==> src/rtl/isc_pkg.sv <==
// ----------------------------------------------------------------------------
// IPv4 subnet calculator package
// Shared types, constants and helper functions of the subnet calculator.
// ----------------------------------------------------------------------------
package isc_pkg;

  // Pipeline depth from input register to output register
  localparam int unsigned NumStages = 7;

  localparam logic [31:0] AllOnes = 32'hffff_ffff;
  localparam logic [31:0] Mask31  = 32'hffff_fffe;
  localparam logic [31:0] TopBit  = 32'h8000_0000;

  typedef enum logic [1:0] {
    ClassA    = 2'd0,
    ClassB    = 2'd1,
    ClassC    = 2'd2,
    ClassNone = 2'd3
  } net_class_e;

  typedef enum logic [7:0] {
    CfgCidrMode  = 8'd0,
    CfgNormalize = 8'd1
  } cfg_reg_e;

  // Shortest prefix that classful rules allow, by class
  localparam logic [5:0] MinPrefix [0:3] = '{6'd8, 6'd16, 6'd24, 6'd1};

  // Load enables and valid bits of the pipeline stages
  typedef struct packed {
    logic [NumStages-1:0] load;
    logic [NumStages-1:0] valid;
  } pipe_ctrl_t;

  // Partial right smear: remaining shifted word and the OR gathered so far
  typedef struct packed {
    logic [31:0] y;
    logic [31:0] r;
  } smear_t;

  // Payload carried down the pipeline
  typedef struct packed {
    logic [31:0] addr;
    logic [31:0] mask;
    logic [31:0] count;
    logic [31:0] index;
    logic [31:0] lsb;
    logic        pow2;
    logic        contig;
    logic        short_rng;
    logic [31:0] hi_base;
    net_class_e  cls;
    logic [5:0]  prefix;
    logic [4:0]  wsel;
    smear_t      sm;
    logic        valid;
    logic [31:0] lo;
    logic [31:0] hi;
    logic [31:0] smask;
    logic        split_ok;
    logic [31:0] delta;
    logic [31:0] prod;
    logic [31:0] saddr;
  } pipe_t;

  // Bit position of a one-hot word
  function automatic logic [4:0] onehot_index(input logic [31:0] v);
    logic [4:0] idx;
    idx = '0;
    for (int i = 0; i < 32; i++) begin
      if (v[i]) idx = idx | 5'(i);
    end
    return idx;
  endfunction

  // Class from the top octet
  function automatic net_class_e classify(input logic [31:0] addr);
    net_class_e c;
    priority if (addr[31:24] == 8'd0) c = ClassNone;
    else if (!addr[31])               c = ClassA;
    else if (addr[31:30] == 2'b10)    c = ClassB;
    else if (addr[31:29] == 3'b110)   c = ClassC;
    else                              c = ClassNone;
    return c;
  endfunction

  // One binary digit of a right smear: when en, OR in y shifted by 0 .. 2^b-1
  // and move y on by 2^b
  function automatic smear_t smear_step(input logic [31:0] y, input logic [31:0] r,
                                        input logic en, input logic [2:0] b);
    smear_t      res;
    logic [31:0] s;
    s = y;
    for (int j = 0; j < 4; j++) begin
      if (3'(j) < b) s = s | (s >> (1 << j));
    end
    res.r = en ? (r | s) : r;
    res.y = en ? (y >> (1 << b)) : y;
    return res;
  endfunction

endpackage

==> src/rtl/isc_pipe_ctrl.sv <==
// ----------------------------------------------------------------------------
// Pipeline flow control
// Valid bits and per-stage load enables; a stage loads when it is empty or
// when the stage after it moves, so bubbles fill while the output stalls.
// ----------------------------------------------------------------------------
module isc_pipe_ctrl (
  input  logic                  clk_i,
  input  logic                  rst_ni,
  input  logic                  in_valid_i,
  input  logic                  out_ready_i,
  output logic                  in_ready_o,
  output isc_pkg::pipe_ctrl_t   ctrl_o
);
  import isc_pkg::*;

  logic [NumStages-1:0] valid_q, valid_d;
  logic [NumStages-1:0] load;

  // Ready chain from the output back to the input
  always_comb begin
    logic rdy;
    rdy = out_ready_i;
    for (int k = NumStages - 1; k >= 0; k--) begin
      load[k] = !valid_q[k] || rdy;
      rdy     = load[k];
    end
  end

  // Advance valid bits with the data
  always_comb begin
    valid_d[0] = load[0] ? in_valid_i : valid_q[0];
    for (int k = 1; k < NumStages; k++) begin
      valid_d[k] = load[k] ? valid_q[k-1] : valid_q[k];
    end
  end

  always_ff @(posedge clk_i or negedge rst_ni) begin
    if (!rst_ni) begin
      valid_q <= '0;
    end else begin
      valid_q <= valid_d;
    end
  end

  assign in_ready_o   = load[0];
  assign ctrl_o.load  = load;
  assign ctrl_o.valid = valid_q;

endmodule

==> src/rtl/ipv4_subnet_calculator.sv <==
// ----------------------------------------------------------------------------
// IPv4 subnet calculator
// Class, mask validity, prefix length, subnet split and host range of one
// address and mask per beat.
//
//   channel   dir  handshake                    payload
//   s_axis    in   s_axis_tvalid/s_axis_tready  address, mask, split count, index
//   m_axis    out  m_axis_tvalid/m_axis_tready  subnet results
//   cfg       in   cfg_valid_i/cfg_ready_o      register index, write data
//
// One beat per cycle while the output is not stalled; each beat passes seven
// register stages into the output register, a depth set by the split smear
// (three stages) and the 32x32 index multiply with its add.
// Reset clears the stage valid bits and sets both mode registers to one.
// An output stall holds the output register; earlier stages keep filling
// until every stage is full, then the input stalls. Config is always ready.
// ----------------------------------------------------------------------------
module ipv4_subnet_calculator (
  input  logic          clk_i,
  input  logic          rst_ni,
  // ip_address[31:0], net_mask[63:32], split_count[95:64], split_index[127:96]
  input  logic [127:0]  s_axis_tdata,
  input  logic          s_axis_tvalid,
  output logic          s_axis_tready,
  // subnet_address[31:0], net_class[33:32], mask_valid[34], prefix_length[40:35],
  // split_ok[41], split_mask[73:42], split_address[105:74], range_low[137:106],
  // range_high[169:138], zero pad[175:170]
  output logic [175:0]  m_axis_tdata,
  output logic          m_axis_tvalid,
  input  logic          m_axis_tready,
  input  logic          cfg_valid_i,
  output logic          cfg_ready_o,
  input  logic [7:0]    cfg_index_i,
  input  logic [31:0]   cfg_data_i
);
  import isc_pkg::*;

  logic       cidr_mode_q;
  logic       normalize_q;
  pipe_ctrl_t ctrl;
  pipe_t      stage_q [NumStages];
  pipe_t      stage_d [NumStages];
  pipe_t      res;

  // Mode registers
  assign cfg_ready_o = 1'b1;

  always_ff @(posedge clk_i or negedge rst_ni) begin
    if (!rst_ni) begin
      cidr_mode_q <= 1'b1;
      normalize_q <= 1'b1;
    end else if (cfg_valid_i) begin
      unique case (cfg_index_i)
        CfgCidrMode:  cidr_mode_q <= cfg_data_i[0];
        CfgNormalize: normalize_q <= cfg_data_i[0];
        default: ;
      endcase
    end
  end

  isc_pipe_ctrl u_ctrl (
    .clk_i       (clk_i),
    .rst_ni      (rst_ni),
    .in_valid_i  (s_axis_tvalid),
    .out_ready_i (m_axis_tready),
    .in_ready_o  (s_axis_tready),
    .ctrl_o      (ctrl)
  );

  // Stage 1: normalize, isolate lowest mask bit, power-of-two and contiguity checks
  always_comb begin
    logic [31:0] a, m, c, inv;
    a   = s_axis_tdata[31:0];
    m   = s_axis_tdata[63:32];
    c   = s_axis_tdata[95:64];
    inv = ~m;
    stage_d[0]           = '0;
    stage_d[0].addr      = normalize_q ? (a & m) : a;
    stage_d[0].mask      = m;
    stage_d[0].count     = c;
    stage_d[0].index     = s_axis_tdata[127:96];
    stage_d[0].lsb       = m & (inv + 32'd1);
    stage_d[0].pow2      = ((c & (c - 32'd1)) == 32'd0) && (c[31:1] != 31'd0);
    stage_d[0].contig    = (m != 32'd0) && ((inv & (inv + 32'd1)) == 32'd0);
    stage_d[0].short_rng = (m != AllOnes) && (m != Mask31);
    stage_d[0].hi_base   = stage_d[0].addr | inv;
  end

  // Stage 2: prefix, class, host range, split width and first smear digits
  always_comb begin
    logic [4:0] tz;
    smear_t     sm;
    stage_d[1] = stage_q[0];
    tz = onehot_index(stage_q[0].lsb);
    stage_d[1].prefix = (stage_q[0].lsb == 32'd0) ? 6'd0 : (6'd32 - {1'b0, tz});
    stage_d[1].cls    = classify(stage_q[0].addr);
    stage_d[1].lo     = stage_q[0].addr + {31'd0, stage_q[0].short_rng};
    stage_d[1].hi     = stage_q[0].hi_base - {31'd0, stage_q[0].short_rng};
    // smear width is one less than log2 of the count
    stage_d[1].wsel   = onehot_index(stage_q[0].count) - 5'd1;
    sm = smear_step((stage_q[0].mask >> 1) | TopBit, 32'd0, stage_d[1].wsel[0], 3'd0);
    stage_d[1].sm = smear_step(sm.y, sm.r, stage_d[1].wsel[1], 3'd1);
  end

  // Stage 3: middle smear digits, mask validity
  always_comb begin
    smear_t sm;
    stage_d[2] = stage_q[1];
    sm = smear_step(stage_q[1].sm.y, stage_q[1].sm.r, stage_q[1].wsel[2], 3'd2);
    stage_d[2].sm = smear_step(sm.y, sm.r, stage_q[1].wsel[3], 3'd3);
    stage_d[2].valid = stage_q[1].contig &&
                       (cidr_mode_q ||
                        ((stage_q[1].cls != ClassNone) &&
                         (stage_q[1].prefix >= MinPrefix[stage_q[1].cls])));
  end

  // Stage 4: last smear digit, split mask and failure check
  always_comb begin
    smear_t      sm;
    logic [31:0] acc_prev, acc_last, m0;
    logic        fail;
    stage_d[3] = stage_q[2];
    sm = smear_step(stage_q[2].sm.y, stage_q[2].sm.r, stage_q[2].wsel[4], 3'd4);
    stage_d[3].sm = sm;
    m0       = (stage_q[2].mask >> 1) | TopBit;
    // mask before the final doubling, then one more step
    acc_prev = stage_q[2].mask | sm.r;
    acc_last = acc_prev | ((stage_q[2].wsel == 5'd0) ? m0 : (sm.r >> 1));
    fail     = !stage_q[2].pow2 || (acc_prev == AllOnes);
    stage_d[3].split_ok = !fail;
    stage_d[3].smask    = fail ? 32'd0 : acc_last;
  end

  // Stage 5: split block size
  always_comb begin
    stage_d[4] = stage_q[3];
    stage_d[4].delta = ~stage_q[3].smask + 32'd1;
  end

  // Stage 6: index times block size, low word
  always_comb begin
    stage_d[5] = stage_q[4];
    stage_d[5].prod = stage_q[4].delta * stage_q[4].index;
  end

  // Stage 7: split subnet address
  always_comb begin
    stage_d[6] = stage_q[5];
    stage_d[6].saddr = stage_q[5].split_ok ? (stage_q[5].addr + stage_q[5].prod) : 32'd0;
  end

  // Stage registers load under flow control
  for (genvar k = 0; k < NumStages; k++) begin : g_stage
    always_ff @(posedge clk_i) begin
      if (ctrl.load[k]) stage_q[k] <= stage_d[k];
    end
  end

  // Drive the result beat
  assign res           = stage_q[NumStages-1];
  assign m_axis_tvalid = ctrl.valid[NumStages-1];
  assign m_axis_tdata  = {6'd0, res.hi, res.lo, res.saddr, res.smask, res.split_ok,
                          res.prefix, res.valid, res.cls, res.addr};

  // An accepted beat lands in the first stage
  a_accept_lands: assert property (@(posedge clk_i) disable iff (!rst_ni)
    s_axis_tvalid && s_axis_tready |=> ctrl.valid[0])
    else $error("accepted beat missing from first stage");

  // A failed split reports zero mask and address
  a_fail_zero: assert property (@(posedge clk_i) disable iff (!rst_ni)
    m_axis_tvalid && !res.split_ok |-> (res.smask == 32'd0) && (res.saddr == 32'd0))
    else $error("failed split with nonzero mask or address");

  // A successful split needs a power-of-two count and sets the top mask bit
  a_split_shape: assert property (@(posedge clk_i) disable iff (!rst_ni)
    m_axis_tvalid && res.split_ok |-> res.pow2 && res.smask[31])
    else $error("split succeeded with bad count or mask");

endmodule
==> config.mk <==
export PLATFORM = sky130hd
export DESIGN_NAME = ipv4_subnet_calculator
export DESIGN_NICKNAME = d
export VERILOG_FILES = /design/src/rtl/isc_pkg.sv /design/src/rtl/isc_pipe_ctrl.sv /design/src/rtl/ipv4_subnet_calculator.sv
export SDC_FILE = /design/constraint.sdc
export NUM_CORES = 2
export LEC_CHECK = 0
export BUFFER_PORTS_ARGS = -buffer_cell sky130_fd_sc_hd__buf_2
export CORE_ASPECT_RATIO = 0.8
export CORE_MARGIN = 1
export CORE_UTILIZATION = 30
export CTS_BUF_LIST = sky130_fd_sc_hd__clkbuf_8
export CTS_CLUSTER_DIAMETER = 80
export DETAILED_ROUTE_END_ITERATION = 8
export PLACE_DENSITY = 0.44
export RECOVER_POWER = 25
export SETUP_SLACK_MARGIN = 0.1
export SKIP_LAST_GASP = 1
export SYNTH_ARGS = -nofsm -noshare
export SYNTH_HDL_FRONTEND = slang
export SYNTH_SLANG_ARGS = --single-unit
export TNS_END_PERCENT = 5
==> constraint.sdc <==
create_clock -name clk_i -period 45.6 [get_ports clk_i]
set_input_delay 4.56 -clock clk_i [delete_from_list [all_inputs] [get_ports clk_i]]
set_output_delay 4.56 -clock clk_i [all_outputs]
set_load 0.03 [all_outputs]
==> results.md <==
* Worst skew pair latency at 970 ps
* Detailed Place HPWL at 129000 um
* Sequential Area at 0.0417 mm2
* H-tree Lvls at 4
* CP required at 41040 ps
* Post-DRT Antenna Nets at 0
* Synth Warn # at 0
* Total negative setup slack at 0 ps
* Post-CTS Setup Bufs at 0
* Most frequent cells in the layout: 1382 x edfxtp_1, 529 x inv_1, 409 x fa_1
* Fmax at 86.4 MHz
* Rel. slew slack at 14.8%
* FF-to-FF path depth at 23
* Final critical-path share of the clock period at 25.4%
* Largest family of logic cells by synthesized area: adder cells
* Startpoint types: input pin
* Detailed router's first-iteration violation count at 2841
* Xor and xnor area share after synthesis at 2.59%
* Worst Path Arrival at 7010 ps
* Total CTS buffers at 224
* Drc violations at 0
* Post-Synth Simple-Gate Area at 9.84%
* First-pass GRT wire length at 260000 um
* Routed WL at 177000 um
* Die H at 425 um
* Finish-stage setup viols at 0
* Die Span X at 531 um
* Post-synthesis cell count at 4667
* CP max-delay cell: nor2b_1
* Largest net degree at the start of global routing at 143
* GRT overflow at 0
* FFs w/ async S/R, synth at 0.647%
* I/O pin count at 352
* Gr usage total at 15.7%
* Area occupied by multi-input gates at 0.0231 mm2
* Clk slew on worst S/H paths at 60 ps
* Crit end category: output pin
* CTS tree: done
* RSZ-0062 raised after global routing: no
* Post-route minimum period at 11570 ps
* Seq cells post-synth at 1391
* Vias at 37500
* Crit Path Max Fanout at 32
* Post-synth EDFFs at 1382
* Commonest non-fill, non-tap cell in the layout: edfxtp_1
* Area Growth Syn to Fin at 14.0%
* CTS Buffer Depth at 3
* Post-Synth Adder-Cell Area at 15.3%
* DIE AREA at 0.226 mm2
* CP Class: input pin to output pin
* Number of antenna violations at the first check in global routing at 21
* Post-synthesis mux area share at 1.95%
* TritonCTS Sinks at 1391
* Final GP Congestion at 0.819
* Final hold violation count at 0
* Largest stage delay on the critical path at 660 ps
* Share of cells above drive strength 1 at 13.9%
* Critical path cell sequence: buf_2 > nor2b_1 > nand3_4 > buf_4 > nor2_1 > nand4_1 > buf_2
* Synth Area per Inst at 14.4 um2
* Status: completed
* Hold Crit Class: flip-flop to flip-flop
* Vias in the first global route at 38600
* Synth cell types at 84
* Skew final at 89.0 ps
* Post-CTS sizing at 0
* Port Buffers at 313
* Fill count at 21600
* Initial Util at 30.3%
* Mapped Area at 0.0672 mm2
* Vias/cell at 4.55
* Hold depth at 0
* FF-to-FF setup slack at 36970 ps
* Most common cell type on the critical path: buf_2
* Net count, final at 5846
* DR WL/cell at 21.4 um
* Max Transition Viols Final at 0
* Root Driver: clkbuf_8
* Post-synthesis compound-gate area fraction at 4.59%
* Slew @ Worst Pin at 1280 ps
* Hold-fix buffers at CTS at 0
* Synth Flop Type: edfxtp_1
* FP Rows at 154
* Core area at 0.221 mm2
* Number of max-cap violations at 0
* DRT Pass-1 Iters at 5
* Share of the yosys chip area belonging to registers at 62.1%
worst max-delay path: cells and delay by family:
kind,cells,cell delay (ps)
and+or+nand+nor,4,1770
buffers and inverters,3,670
routing by layer:
layer	part of all wire [%]	track usage, %	wire (um)
met5	0.025	0	45
met2	45	24.0	79400
met1	49	23.1	86100
met3	4.8	2.74	8510
met4	1.5	3.32	2720
synth_stat cells (18+ instances only):
cell | count | share of area, %
a211oi_1 | 18 | 0.20
a21boi_0 | 36 | 0.40
a21o_1 | 26 | 0.29
a21oi_1 | 133 | 0.99
a21oi_2 | 26 | 0.34
and2_1 | 319 | 3.0
clkbuf_1 | 138 | 0.77
edfxtp_1 | 1382 | 62
fa_1 | 409 | 12
ha_1 | 165 | 3.1
inv_1 | 459 | 2.6
mux2i_1 | 86 | 1.3
nand2_1 | 367 | 2.1
nand2b_1 | 64 | 0.60
nand3_1 | 58 | 0.43
nand4_1 | 32 | 0.30
nor2_1 | 175 | 0.98
nor2b_1 | 20 | 0.19
nor3_1 | 82 | 0.61
nor4_1 | 57 | 0.53
o21a_1 | 18 | 0.20
o21ai_0 | 128 | 0.95
or3_1 | 32 | 0.30
or4_1 | 18 | 0.20
xnor2_1 | 123 | 1.6
xor2_1 | 76 | 0.99
stage by stage:
stage	setup WS [ps]	hold slack (ps)	instance area, um2	std cells	utilization (%)
floorplan	24150	400	67200	4672	-
global placement	34000	402	72300	7837	32.6
detailed placement	33970	405	72300	7837	32.6
CTS	33970	350	76500	8240	34.6
global route	33860	363	76500	8243	34.6
finish	34030	362	76500	8244	34.6
path summary, 6_finish.rpt:
kind,from,to
worst max-delay path,m_axis_tready,s_axis_tready
worst min-delay path,stage_q[2][465],stage_q[3][465]
worst max register to register,stage_q[4][75],stage_q[5][63]
worst min register to register,stage_q[2][465],stage_q[3][465]
max in group asynchronous,rst_ni,cidr_mode_q
min in group asynchronous,rst_ni,u_ctrl.valid_q[5]
state kept, by name, summed over array words and instances (netlist names):
signal / cells
u_ctrl.valid_q: 7
normalize_q: 1
stage_q: 1382
cidr_mode_q: 1
cells by family (layout without fill, tap and decap cells):
logic type                 count (synthesis)  after routing
AOI/OAI and AO/OA                        482            482
and+or+nand+nor                         1281           1281
other                                      2             11
xor gates and xnor gates                 199            199
DFF                                     1391           1391
buffers and inverters                    624           1228
adders and majority gates                578            578
muxes                                    110            110
final cells by class:
cell class                 count  share of cell area (%)
antenna                        4                  0.0131
clock buffer                 230                    4.14
clock inverter               173                    1.43
inverter                     461                    2.28
multi-input combinational   2657                    30.2
sequential                  1391                    54.5
tap                         2964                    4.85
timing repair buffer         364                    2.58
Power is left out: the tool's default activity adds up to more than one toggle a clock period on the data nets, which glitch-free logic cannot reach.
